$ cat src/rtl/core/bdcq_pkg.sv
// ----------------------------------------------------------------------------
// bdcq_pkg
// Types, register codes and helpers shared by the debouncer and click queue.
// ----------------------------------------------------------------------------
package bdcq_pkg;

  // Width of the level, enable and content vectors; buttons past it are never visited.
  localparam int LEVEL_W = 8;

  localparam logic [1:0] REQ_SAMPLE  = 2'd0;
  localparam logic [1:0] REQ_DEQUEUE = 2'd1;
  localparam logic [1:0] REQ_LOCKOUT = 2'd2;

  localparam int CFG_IDX_W = 3;
  localparam logic [CFG_IDX_W-1:0] CFG_DEBOUNCE  = 3'd0;
  localparam logic [CFG_IDX_W-1:0] CFG_CLICK_MAX = 3'd1;
  localparam logic [CFG_IDX_W-1:0] CFG_LOCKOUT   = 3'd2;
  localparam logic [CFG_IDX_W-1:0] CFG_ENABLE    = 3'd3;
  localparam logic [CFG_IDX_W-1:0] CFG_CONTENT   = 3'd4;

  localparam logic [15:0] DEBOUNCE_RST  = 16'd50;
  localparam logic [15:0] CLICK_MAX_RST = 16'd1000;
  localparam logic [15:0] LOCKOUT_RST   = 16'd3000;
  localparam logic [7:0]  ENABLE_RST    = 8'hFF;
  localparam logic [7:0]  CONTENT_RST   = 8'hFF;

  typedef struct packed {
    logic [1:0]  req_type;
    logic [31:0] now_ms;
    logic [7:0]  button_levels;
  } in_t;

  typedef struct packed {
    logic        event_valid;
    logic [2:0]  event_button;
    logic [31:0] event_time_ms;
    logic [3:0]  queue_count;
    logic [7:0]  pressed_mask;
    logic        locked_out;
  } out_t;

  typedef struct packed {
    logic [15:0] debounce_ms;
    logic [15:0] click_max_hold_ms;
    logic [15:0] lockout_ms;
    logic [7:0]  button_enable;
    logic [7:0]  content_mask;
  } cfg_t;

  typedef struct packed {
    logic [31:0] last_change_ms;
    logic [31:0] press_start_ms;
  } btn_state_t;

  typedef struct packed {
    logic [2:0]  button;
    logic [31:0] stamp_ms;
  } evt_t;

  typedef struct packed {
    logic push;
    logic pop;
    evt_t evt;
  } q_ctl_t;

  typedef struct packed {
    logic       empty;
    logic [3:0] count;
  } q_stat_t;

  // The lockout holds while the end time lies ahead of now in wrapping time.
  function automatic logic lock_active(input logic [31:0] end_ms, input logic [31:0] now_ms);
    logic [31:0] d;
    d = end_ms - now_ms;
    return (d != 32'd0) && !d[31];
  endfunction

endpackage

$ cat src/rtl/core/bdcq_btn_mem.sv
// ----------------------------------------------------------------------------
// bdcq_btn_mem
// Per-button timing memory: last change time and press start time.
// ----------------------------------------------------------------------------
module bdcq_btn_mem
  import bdcq_pkg::*;
#(
  parameter int DEPTH = 8,
  parameter int AW    = 3
) (
  input  logic          clk,
  input  logic          rst_n,
  input  logic          rd_en,
  input  logic [AW-1:0] rd_addr,
  output btn_state_t    rd_data,
  input  logic          wr_en,
  input  logic [AW-1:0] wr_addr,
  input  btn_state_t    wr_data
);

  btn_state_t mem [DEPTH];
  btn_state_t rdata_r;
  logic [DEPTH-1:0] written_r;
  logic rvld_r;

  always_ff @(posedge clk) begin
    if (wr_en) begin
      mem[wr_addr] <= wr_data;
    end
    if (rd_en) begin
      rdata_r <= mem[rd_addr];
    end
  end

  // An entry never written since reset reads as zero.
  always_ff @(posedge clk) begin
    if (!rst_n) begin
      written_r <= '0;
      rvld_r    <= 1'b0;
    end else begin
      if (wr_en) begin
        written_r[wr_addr] <= 1'b1;
      end
      if (rd_en) begin
        rvld_r <= written_r[rd_addr];
      end
    end
  end

  assign rd_data = rvld_r ? rdata_r : '0;

endmodule

$ cat src/rtl/core/bdcq_evt_queue.sv
// ----------------------------------------------------------------------------
// bdcq_evt_queue
// Ring queue of click events that keeps one slot free and drops the oldest.
// ----------------------------------------------------------------------------
module bdcq_evt_queue
  import bdcq_pkg::*;
#(
  parameter int DEPTH = 16,
  parameter int PW    = 4
) (
  input  logic    clk,
  input  logic    rst_n,
  input  q_ctl_t  ctl,
  output q_stat_t stat,
  output evt_t    rd_evt
);

  localparam logic [PW-1:0] LAST   = PW'(DEPTH - 1);
  localparam logic [PW:0]   SPAN   = (PW + 1)'(DEPTH);

  evt_t mem [DEPTH];
  evt_t rdata_r;
  logic [PW-1:0] rd_ptr_r, rd_ptr_nxt;
  logic [PW-1:0] wr_ptr_r, wr_ptr_nxt;
  logic [PW-1:0] wr_next, rd_next;
  logic [PW:0]   fill;
  logic [31:0]   fill32;

  assign wr_next = (wr_ptr_r == LAST) ? '0 : wr_ptr_r + 1'b1;
  assign rd_next = (rd_ptr_r == LAST) ? '0 : rd_ptr_r + 1'b1;

  always_comb begin
    rd_ptr_nxt = rd_ptr_r;
    wr_ptr_nxt = wr_ptr_r;
    if (ctl.push) begin
      wr_ptr_nxt = wr_next;
      if (wr_next == rd_ptr_r) begin
        rd_ptr_nxt = rd_next;
      end
    end else if (ctl.pop) begin
      rd_ptr_nxt = rd_next;
    end
  end

  always_ff @(posedge clk) begin
    if (!rst_n) begin
      rd_ptr_r <= '0;
      wr_ptr_r <= '0;
    end else begin
      rd_ptr_r <= rd_ptr_nxt;
      wr_ptr_r <= wr_ptr_nxt;
    end
  end

  // The head entry is read every cycle, so it follows the registered read pointer through the read register.
  always_ff @(posedge clk) begin
    if (ctl.push) begin
      mem[wr_ptr_r] <= ctl.evt;
    end
    rdata_r <= mem[rd_ptr_r];
  end

  assign fill = (wr_ptr_r >= rd_ptr_r) ? {1'b0, wr_ptr_r} - {1'b0, rd_ptr_r}
                                       : {1'b0, wr_ptr_r} + SPAN - {1'b0, rd_ptr_r};
  assign fill32 = 32'(fill);

  assign stat.empty = (rd_ptr_r == wr_ptr_r);
  assign stat.count = fill32[3:0];
  assign rd_evt     = rdata_r;

endmodule

$ cat src/rtl/core/bdcq_seq.sv
// ----------------------------------------------------------------------------
// bdcq_seq
// Request sequencer: walks the buttons through the timing memory, drives the
// event queue and holds the debounced levels, the lockout and the result.
// ----------------------------------------------------------------------------
module bdcq_seq
  import bdcq_pkg::*;
#(
  parameter int WALK = 8,
  parameter int AW   = 3,
  parameter int CW   = 4
) (
  input  logic          clk,
  input  logic          rst_n,
  input  cfg_t          cfg,
  input  logic          in_valid,
  output logic          in_stall,
  input  in_t           in_data,
  output logic          out_valid,
  input  logic          out_stall,
  output out_t          out_data,
  output logic          bm_rd_en,
  output logic [AW-1:0] bm_rd_addr,
  input  btn_state_t    bm_rd_data,
  output logic          bm_wr_en,
  output logic [AW-1:0] bm_wr_addr,
  output btn_state_t    bm_wr_data,
  output q_ctl_t        q_ctl,
  input  q_stat_t       q_stat,
  input  evt_t          q_rd
);

  typedef enum logic [1:0] {S_IDLE, S_WALK, S_FIN} state_t;

  state_t        state_r, state_nxt;
  logic [1:0]    req_r, req_nxt;
  logic [31:0]   now_r, now_nxt;
  logic [7:0]    lvl_r, lvl_nxt;
  logic [CW-1:0] iss_r, iss_nxt;
  logic          p_vld_r, p_vld_nxt;
  logic [AW-1:0] p_idx_r, p_idx_nxt;
  logic [7:0]    stable_r, stable_nxt;
  logic [31:0]   lock_end_r, lock_end_nxt;
  logic          lock_r, lock_nxt;
  logic          out_valid_r, out_valid_nxt;
  out_t          out_data_r, out_data_nxt;

  logic          accept, fin_go, ev_valid, lvl, settled, click, chg;
  logic [2:0]    pi;
  logic [31:0]   since_chg, held;

  assign accept = (state_r == S_IDLE) && in_valid;
  assign fin_go = (state_r == S_FIN) && (!out_valid_r || !out_stall);

  // Visit stage: the timing entry of button p_idx_r arrived from memory.
  assign pi        = 3'(p_idx_r);
  assign lvl       = lvl_r[pi];
  assign since_chg = now_r - bm_rd_data.last_change_ms;
  assign held      = now_r - bm_rd_data.press_start_ms;
  assign settled   = since_chg >= {16'd0, cfg.debounce_ms};
  assign chg       = p_vld_r && cfg.button_enable[pi] && (lvl != stable_r[pi]) && settled;
  assign click     = chg && lvl && cfg.content_mask[pi] &&
                     (held <= {16'd0, cfg.click_max_hold_ms}) && !lock_r;

  assign bm_rd_en   = (state_r == S_WALK) && (iss_r < CW'(WALK));
  assign bm_rd_addr = iss_r[AW-1:0];
  assign bm_wr_en   = chg;
  assign bm_wr_addr = p_idx_r;
  assign bm_wr_data.last_change_ms = now_r;
  assign bm_wr_data.press_start_ms = lvl ? bm_rd_data.press_start_ms : now_r;

  assign ev_valid       = (req_r == REQ_DEQUEUE) && !q_stat.empty;
  assign q_ctl.push     = click;
  assign q_ctl.pop      = fin_go && ev_valid;
  assign q_ctl.evt.button   = pi;
  assign q_ctl.evt.stamp_ms = now_r;

  always_comb begin
    state_nxt     = state_r;
    req_nxt       = req_r;
    now_nxt       = now_r;
    lvl_nxt       = lvl_r;
    iss_nxt       = iss_r;
    p_vld_nxt     = bm_rd_en;
    p_idx_nxt     = bm_rd_addr;
    stable_nxt    = stable_r;
    lock_end_nxt  = lock_end_r;
    // Settles in the cycle after the request is taken, before the first visit.
    lock_nxt      = lock_active(lock_end_r, now_r);
    out_valid_nxt = out_valid_r && out_stall;
    out_data_nxt  = out_data_r;

    if (chg) begin
      stable_nxt[pi] = lvl;
    end

    unique case (state_r)
      S_IDLE: begin
        if (accept) begin
          req_nxt = in_data.req_type;
          now_nxt = in_data.now_ms;
          lvl_nxt = in_data.button_levels;
          iss_nxt = '0;
          if (in_data.req_type == REQ_LOCKOUT) begin
            lock_end_nxt = in_data.now_ms + {16'd0, cfg.lockout_ms};
          end
          state_nxt = (in_data.req_type == REQ_SAMPLE) ? S_WALK : S_FIN;
        end
      end
      S_WALK: begin
        if (iss_r == CW'(WALK)) begin
          state_nxt = S_FIN;
        end else begin
          iss_nxt = iss_r + 1'b1;
        end
      end
      S_FIN: begin
        if (fin_go) begin
          out_valid_nxt              = 1'b1;
          out_data_nxt.event_valid   = ev_valid;
          out_data_nxt.event_button  = ev_valid ? q_rd.button : 3'd0;
          out_data_nxt.event_time_ms = ev_valid ? q_rd.stamp_ms : 32'd0;
          out_data_nxt.queue_count   = ev_valid ? q_stat.count - 4'd1 : q_stat.count;
          out_data_nxt.pressed_mask  = ~stable_r;
          out_data_nxt.locked_out    = lock_active(lock_end_r, now_r);
          state_nxt                  = S_IDLE;
        end
      end
      default: state_nxt = S_IDLE;
    endcase
  end

  always_ff @(posedge clk) begin
    if (!rst_n) begin
      state_r     <= S_IDLE;
      iss_r       <= '0;
      p_vld_r     <= 1'b0;
      stable_r    <= '1;
      lock_end_r  <= '0;
      lock_r      <= 1'b0;
      out_valid_r <= 1'b0;
    end else begin
      state_r     <= state_nxt;
      iss_r       <= iss_nxt;
      p_vld_r     <= p_vld_nxt;
      stable_r    <= stable_nxt;
      lock_end_r  <= lock_end_nxt;
      lock_r      <= lock_nxt;
      out_valid_r <= out_valid_nxt;
    end
    req_r      <= req_nxt;
    now_r      <= now_nxt;
    lvl_r      <= lvl_nxt;
    p_idx_r    <= p_idx_nxt;
    out_data_r <= out_data_nxt;
  end

  assign in_stall  = (state_r != S_IDLE);
  assign out_valid = out_valid_r;
  assign out_data  = out_data_r;

endmodule

$ cat src/rtl/core/button_debounce_click_queue_core.sv
// ----------------------------------------------------------------------------
// button_debounce_click_queue_core
// Debounces up to eight buttons and queues click events for later transfer.
// ----------------------------------------------------------------------------
// A sample walks the buttons: each one is read from the timing memory and then
// visited, and after the last button's visit the result is registered; a dequeue
// or lockout goes straight to the result register. The block takes no new item
// until it is back in idle after the result; a held result stalls it.
// Reset is synchronous; timing entries read as zero until first written, so no
// clearing pass is needed and items are taken right after reset.
module button_debounce_click_queue_core
  import bdcq_pkg::*;
#(
  parameter int BUTTONS     = 8,
  parameter int QUEUE_DEPTH = 16
) (
  input  logic                 clk,
  input  logic                 rst_n,
  input  logic                 in_valid,
  output logic                 in_stall,
  input  in_t                  in_data,
  output logic                 out_valid,
  input  logic                 out_stall,
  output out_t                 out_data,
  input  logic                 cfg_valid,
  output logic                 cfg_ready,
  input  logic [CFG_IDX_W-1:0] cfg_index,
  input  logic [15:0]          cfg_data
);

  localparam int WALK = (BUTTONS < LEVEL_W) ? BUTTONS : LEVEL_W;
  localparam int AW   = (WALK > 1) ? $clog2(WALK) : 1;
  localparam int CW   = $clog2(WALK + 1);
  localparam int PW   = $clog2(QUEUE_DEPTH);

  cfg_t          cfg_r;
  logic          bm_rd_en, bm_wr_en;
  logic [AW-1:0] bm_rd_addr, bm_wr_addr;
  btn_state_t    bm_rd_data, bm_wr_data;
  q_ctl_t        q_ctl;
  q_stat_t       q_stat;
  evt_t          q_rd;

  assign cfg_ready = 1'b1;

  always_ff @(posedge clk) begin
    if (!rst_n) begin
      cfg_r.debounce_ms       <= DEBOUNCE_RST;
      cfg_r.click_max_hold_ms <= CLICK_MAX_RST;
      cfg_r.lockout_ms        <= LOCKOUT_RST;
      cfg_r.button_enable     <= ENABLE_RST;
      cfg_r.content_mask      <= CONTENT_RST;
    end else if (cfg_valid && cfg_ready) begin
      unique case (cfg_index)
        CFG_DEBOUNCE:  cfg_r.debounce_ms       <= cfg_data;
        CFG_CLICK_MAX: cfg_r.click_max_hold_ms <= cfg_data;
        CFG_LOCKOUT:   cfg_r.lockout_ms        <= cfg_data;
        CFG_ENABLE:    cfg_r.button_enable     <= cfg_data[7:0];
        CFG_CONTENT:   cfg_r.content_mask      <= cfg_data[7:0];
        default: ;
      endcase
    end
  end

  bdcq_seq #(
    .WALK (WALK),
    .AW   (AW),
    .CW   (CW)
  ) u_seq (
    .clk        (clk),
    .rst_n      (rst_n),
    .cfg        (cfg_r),
    .in_valid   (in_valid),
    .in_stall   (in_stall),
    .in_data    (in_data),
    .out_valid  (out_valid),
    .out_stall  (out_stall),
    .out_data   (out_data),
    .bm_rd_en   (bm_rd_en),
    .bm_rd_addr (bm_rd_addr),
    .bm_rd_data (bm_rd_data),
    .bm_wr_en   (bm_wr_en),
    .bm_wr_addr (bm_wr_addr),
    .bm_wr_data (bm_wr_data),
    .q_ctl      (q_ctl),
    .q_stat     (q_stat),
    .q_rd       (q_rd)
  );

  bdcq_btn_mem #(
    .DEPTH (WALK),
    .AW    (AW)
  ) u_btn_mem (
    .clk     (clk),
    .rst_n   (rst_n),
    .rd_en   (bm_rd_en),
    .rd_addr (bm_rd_addr),
    .rd_data (bm_rd_data),
    .wr_en   (bm_wr_en),
    .wr_addr (bm_wr_addr),
    .wr_data (bm_wr_data)
  );

  bdcq_evt_queue #(
    .DEPTH (QUEUE_DEPTH),
    .PW    (PW)
  ) u_evt_queue (
    .clk    (clk),
    .rst_n  (rst_n),
    .ctl    (q_ctl),
    .stat   (q_stat),
    .rd_evt (q_rd)
  );

  // A write-back always targets the button read in the previous cycle, never the one being read.
  a_bm_no_overlap: assert property (@(posedge clk) disable iff (!rst_n)
    (bm_wr_en && bm_rd_en) |-> (bm_wr_addr != bm_rd_addr))
    else $error("timing memory read and write hit the same button");

  a_q_push_pop: assert property (@(posedge clk) disable iff (!rst_n)
    !(q_ctl.push && q_ctl.pop))
    else $error("event queue pushed and popped in the same cycle");

  a_q_pop_nonempty: assert property (@(posedge clk) disable iff (!rst_n)
    q_ctl.pop |-> !q_stat.empty)
    else $error("event queue popped while empty");

  a_busy_after_transfer: assert property (@(posedge clk) disable iff (!rst_n)
    (in_valid && !in_stall) |=> in_stall)
    else $error("input taken again before the previous item finished");

endmodule
$ cat config.mk
export PLATFORM = sky130hd
export DESIGN_NAME = button_debounce_click_queue_core
export DESIGN_NICKNAME = d
export VERILOG_FILES = /design/src/rtl/core/bdcq_pkg.sv /design/src/rtl/core/bdcq_btn_mem.sv /design/src/rtl/core/bdcq_evt_queue.sv /design/src/rtl/core/bdcq_seq.sv /design/src/rtl/core/button_debounce_click_queue_core.sv
export SDC_FILE = /design/constraint.sdc
export NUM_CORES = 2
export LEC_CHECK = 0
export ABC_AREA = 1
export BUFFER_PORTS_ARGS = -buffer_cell sky130_fd_sc_hd__buf_2
export CELL_PAD_IN_SITES_DETAIL_PLACEMENT = 0
export CELL_PAD_IN_SITES_GLOBAL_PLACEMENT = 1
export CORE_ASPECT_RATIO = 1.2
export CORE_UTILIZATION = 50
export CTS_CLUSTER_SIZE = 40
export DETAILED_ROUTE_END_ITERATION = 10
export PLACE_DENSITY_LB_ADDON = 0.1
export SLEW_MARGIN = 20
export SYNTH_ARGS = -nofsm -noshare
export SYNTH_HDL_FRONTEND = slang
export SYNTH_HIERARCHICAL = 1
export SYNTH_SLANG_ARGS = --single-unit
$ cat constraint.sdc
create_clock -name clk -period 7.55 [get_ports clk]
set_input_delay 1.1325 -clock clk [delete_from_list [all_inputs] [get_ports clk]]
set_output_delay 1.1325 -clock clk [all_outputs]
set_load 0.05 [all_outputs]
# Yosys cells after proc, flatten, opt, wreduce, memory -nomap -nowiden
# Memory sizes are Yosys's and may differ from the RTL's. A register that Yosys moved wholly into a read port is not among the register bits.
# Cells that the tools add are included.
# W data, S select, Z words.
# totals
ramBits,1072
output_inout_bits,52
mem_count,2
ff_bits,224
# classes
muxes,36
n_reduce_logical,39
bitwise_logic,2
n_addsub,11
n_eq_ne,19
magnitude_cmp,7
# memory_table
name,words,width,rd,rd_clocked_by_memory_dff,write_ports,line,rtl
u_evt_queue.mem,16,35,1,1,1,bdcq_evt_queue.sv:21,evt_t mem [DEPTH];
u_btn_mem.mem,8,64,1,1,1,bdcq_btn_mem.sv:21,btn_state_t mem [DEPTH];
# op_table
cell,n
$sub A32 B32 Y32,3
$mux W64,1
$mux W4,9
$add A32 B16 Y32,1
$ge A32 B16 Y1,1
$le A32 B16 Y1,1
$mux W32,1
$reduce_bool A32 Y1,1
$add A4 B1 Y4 const B,4
$reduce_and A2 Y1,8
$bmux W1 S3,5
$logic_and A1 B1 Y1,15
$eq A4 B4 Y1 const B,3
$mux W1,12
$reduce_and A3 Y1,3
$bwmux W8,1
$eq A4 B4 Y1,2
$lt A3 B4 Y1 const B,2
$mux W2,4
$not A8 Y8,1
$or A8 B8 Y8,1
$pmux W4 S2,1
$sub A4 B4 Y4,2
$eq A3 B2 Y1 const B,2
other kinds (18),30

# Depth between registers and ports, before layout
# logic_depth
word_depth,11
depth_mapped,38
ltp_nobuf,34

# By module
# The synthesis kept the hierarchy.
# modules_own_cells
module,area_each_um2,cells_each,seq_area_each_um2,instances
bdcq_evt_queue,22907.0,1676,17677.0,1
bdcq_btn_mem,22530.4,1717,17476.8,1
bdcq_seq,14830.5,2313,3773.6,1
button_debounce_click_queue_core,2496.1,344,1281.2,1

# Least setup slack after synthesis
# Ideal clock, no wire load.
# synth_path
path_type,flip-flop to flip-flop
start,reg u_btn_mem.rvld_r
end,"mem u_btn_mem/mem[0][0] (netlist bit), enable pin"
synth_period_minus_slack_ns,6.425
path_slack_ns,1.125
arrival_ns,5.937
path_stages_with_launch,26
cell_sequence,dfxtp_1 clkbuf_1 clkbuf_1 nand2_1 inv_1 inv_1 ha_1 nand2_1 inv_1 nand2_1 nand2_1 nand3b_2 xor2_1 ha_1 inv_1 nor3_1 nor3_1 a21oi_1 nor2_1 nand3_1 nor2_2 a21boi_0 inv_1 nor2_1 inv_1 nor2_1
# synth_rtl
element,line,rtl
start: declaration,bdcq_btn_mem.sv:24,logic rvld_r;
start signal: assignment,bdcq_btn_mem.sv:45,rvld_r <= written_r[rd_addr];
end: declaration,bdcq_btn_mem.sv:21,

==> results.py <==
metrics = {
    "sta": {
        "hold_viol_final": 0,
        "period_minus_slack_ps": 6250,
        "fin_crit_sh_pct": 82.8,
        "rsz0062_at_grt": "no",
        "final.setup.tns_ps": 0,
        "max_freq_mhz": 160,
        "tightest_slew_ps": 1240,
        "fin_worst_skew_ps": 30.4,
        "slew_violations": 0,
        "finalSetupViolCount": 0,
        "slew_headroom_pct": 17.6,
    },
    "setup_path": {
        "rr_startpoint": "u_seq/now_r[0]",
        "rr_worst_depth": 25,
        "cp_common_cell": "nand2_1",
        "reg2reg_to": "u_evt_queue/mem[6][15]",
        "cp_top_family": "simple AND/OR/NAND/NOR gates",
        "crit_required_ps": 7990,
        "cpMaxStageDelayCell": "edfxtp_1",
        "rrSetupSlack_ps": 1300,
        "cp-startpoint": "u_seq/now_r[0]",
        "crit_type": "reg -> reg",
        "endpoint_kind": "flip-flop",
        "worstPathMaxFanout": 26,
        "worst_ep_arrival_time_ps": 6690,
        "path_buf_inv": 4,
        "cp-endpoint": "u_evt_queue/mem[6][15]",
        "max_stage_delay_ps": 940,
        "crit_cells": 25,
        "startpoint_type": "flip-flop",
    },
    "place": {
        "place_congestion": 0.941,
        "place_hpwl_mm": 126,
        "place_area_um2": 65000,
        "io_buffers": 116,
    },
    "floorplan": {
        "pin_count": 118,
        "num_rows": 142,
        "die_height_um": 390,
        "die_area_um2": 127000,
        "design.core.area_um2": 125000,
        "start_util_pct": 50.3,
        "dieWidth_um": 325,
    },
    "route": {
        "postRouteAntennaNets": 0,
        "vias": 44400,
        "wire_per_inst_um": 24.4,
        "drt_iter0_drc": 3711,
        "drcViolationCount": 0,
        "dr.pass1.iters": 6,
        "routed_wl_mm": 193,
        "avgViaCountPerCell": 5.62,
    },
    "yosys": {
        "synthCells": 6050,
        "syn_nets": 6273,
        "ys_seq_area_share_pct": 64.1,
        "syn_area_um2": 62800,
        "synth_ff_type": "edfxtp_1",
        "synth-seq-cells": 1395,
        "yosys-top-cells-count": "edfxtp_1 (1227), nand2_1 (1066), nor2_1 (922)",
        "synth_edf_count": 1227,
        "synth_most_common_cell": "edfxtp_1",
        "async_flop_share_pct": 0,
        "synth.yosys.warnings": 6,
        "synth_top_area_share_pct": 58.7,
        "yosysUniqueCellTypes": 58,
        "syn_area_per_cell_um2": 10.4,
        "synth_top_cell_by_area": "edfxtp_1",
        "yosys-top-cells-area": "edfxtp_1 (59%), nand2_1 (6.4%), nor2_1 (5.5%)",
    },
    "clocking": {
        "cts-root-buf": "clkbuf_16",
        "cts_hold_buf": 0,
        "cts_buffer_depth": 3,
        "clock_sinks": 1395,
        "cts_tree": "done",
        "numCtsBuffers": 142,
        "cts_resized": 0,
        "cts_max_level": 4,
        "worstSkewPairLatency_ps": 780,
        "clkTransAtPathRegs_ps": 60,
        "cts_setup_buffers": 0,
    },
    "finish": {
        "drive_gt1_share_pct": 8.62,
        "area_delta_synth_final_pct": 11.3,
        "fin_nets": 6341,
        "design_area_um2": 69800,
    },
    "grt": {
        "grt_pass1_vias": 43700,
        "overflow": 0,
        "grt_pass1_wl_mm": 282,
        "antenna_found_initial": 6,
        "gr-usage-all-layers_pct": 30.4,
        "grt_max_degree": 181,
    },
    "outcome": {
        "status": "finished clean",
    },
    "job": {
        "max-cap-violations": 0,
    },
    "hold_path": {
        "holdCritPathClass": "reg -> reg",
        "hold_depth": 2,
    },
    "power": {
        "power.density_nw_per_um2": 271,
        "power.leakage_nw": 26.8,
        "ir_drop_mv": 0.210,
    },
}
final cells by class:
type                            count  area, um2
Fill cell                       10800      54900
Sequential cell                  1395      40200
Multi-Input combinational cell   3777      19000
Clock buffer                      188       3980
Inverter                          581       2200
Tap cell                         1656       2070
Timing Repair Buffer              221       1500
Clock inverter                     76        818
Antenna cell                        4       10.0
flip-flops by register name, indices dropped and copies added (netlist names), 2 cells and up:
name / count
u_btn_mem/written_r: 8
u_seq/state_r: 2
u_seq/out_data: 49
u_seq/lvl_r: 8
u_evt_queue/wr_ptr_r: 4
u_btn_mem/mem: 512
u_evt_queue/rd_ptr_r: 4
u_seq/now_r: 32
u_seq/req_r: 2
u_seq/iss_r: 4
u_evt_queue/mem: 560
u_seq/lock_end_r: 32
u_seq/bm_wr_addr: 3
u_btn_mem/rdata_r: 64
u_evt_queue/rd_evt: 35
cfg_r: 64
u_seq/stable_r: 8
cell families (layout without fill, tap and decap cells):
| group | after synthesis | after routing | synth area share [%] |
|---|---|---|---|
| xor gates and xnor gates | 70 | 70 | 0.989 |
| adders and majority gates | 157 | 157 | 3.19 |
| other | 1 | 5 | 0.00597 |
| muxes | 1 | 1 | 0.0179 |
| DFF | 1395 | 1395 | 64.1 |
| AOI/OAI and AO/OA | 1165 | 1165 | 10.4 |
| buffers and inverters | 878 | 1066 | 5.96 |
| and+or+nand+nor | 2383 | 2383 | 15.4 |
routing by layer:
layer	track usage, %	wire length (um)	vias to the layer above
met5	0	32	-
met4	19.2	13100	4
met3	3.95	9360	425
met2	54.0	98500	1343
met1	34.5	71800	21600
li1	-	-	21000
worst reg2reg max path: stages (launching register included):
cell	delay, ps
edfxtp_1	940
inv_1	200
ha_1	320
fa_1	430
o21ai_1	290
nand2_1	100
nand2_1	160
nand2_1	70
nand2_1	140
a21o_1	160
xor2_1	170
ha_1	250
nand2_1	60
inv_1	40
nand3_1	80
nor3_1	70
a21boi_0	120
o21ai_0	180
nand4_1	110
nor2_1	110
nand3_1	120
nor3_2	190
buf_4	230
nand2_1	270
nor2_4	720
buf_4	400
cells in the final DEF (no fill, tap or decap), types with 44 or more instances in the layout:
cell type	instances
a21oi_1	152
nor3_1	44
inv_1	567
xor2_1	50
nand3_1	246
o22ai_1	217
edfxtp_1	1227
dfxtp_1	161
clkbuf_16	148
o21ai_0	602
buf_2	115
nor2_1	895
buf_4	95
o221ai_1	50
nand2_1	1066
o21ai_1	55
ha_1	152
stage by stage:
step / setup WS [ps] / util (%) / hold WS (ps) / std cells / power (mW)
after global placement: 1480 / 52.1 / 438 / 7629 / 11.9
after detailed placement: 1390 / 52.1 / 442 / 7630 / 11.9
final: 1300 / 56.0 / 457 / 7898 / 18.9
after global routing: 887 / 56.0 / 480 / 7894 / 19.6
after floorplan: 1130 / - / 364 / 6050 / 10.9
after CTS: 1350 / 56.0 / 458 / 7894 / 19.0
worst min path at each step:
stage	startpoint	to
2_1_floorplan	u_seq/iss_r[2]	u_seq/bm_wr_addr[2]
3_3_place_gp	u_seq/stable_r[1]	u_seq/stable_r[1]
3_5_place_dp	u_seq/stable_r[0]	u_seq/stable_r[0]
4_1_cts	u_seq/stable_r[0]	u_seq/stable_r[0]
5_1_grt	cfg_r[9]	cfg_r[9]
6_report	cfg_r[9]	cfg_r[9]
where the power goes:
part / switching, mW / total (mW) / internal [mW]
combinational: 2.04 / 2.79 / 0.746
clock: 3.02 / 7.21 / 4.19
sequential: 0.164 / 8.92 / 8.76
total: 5.23 / 18.9 / 13.7
No activity file was read; power rests on OpenSTA's default activity.
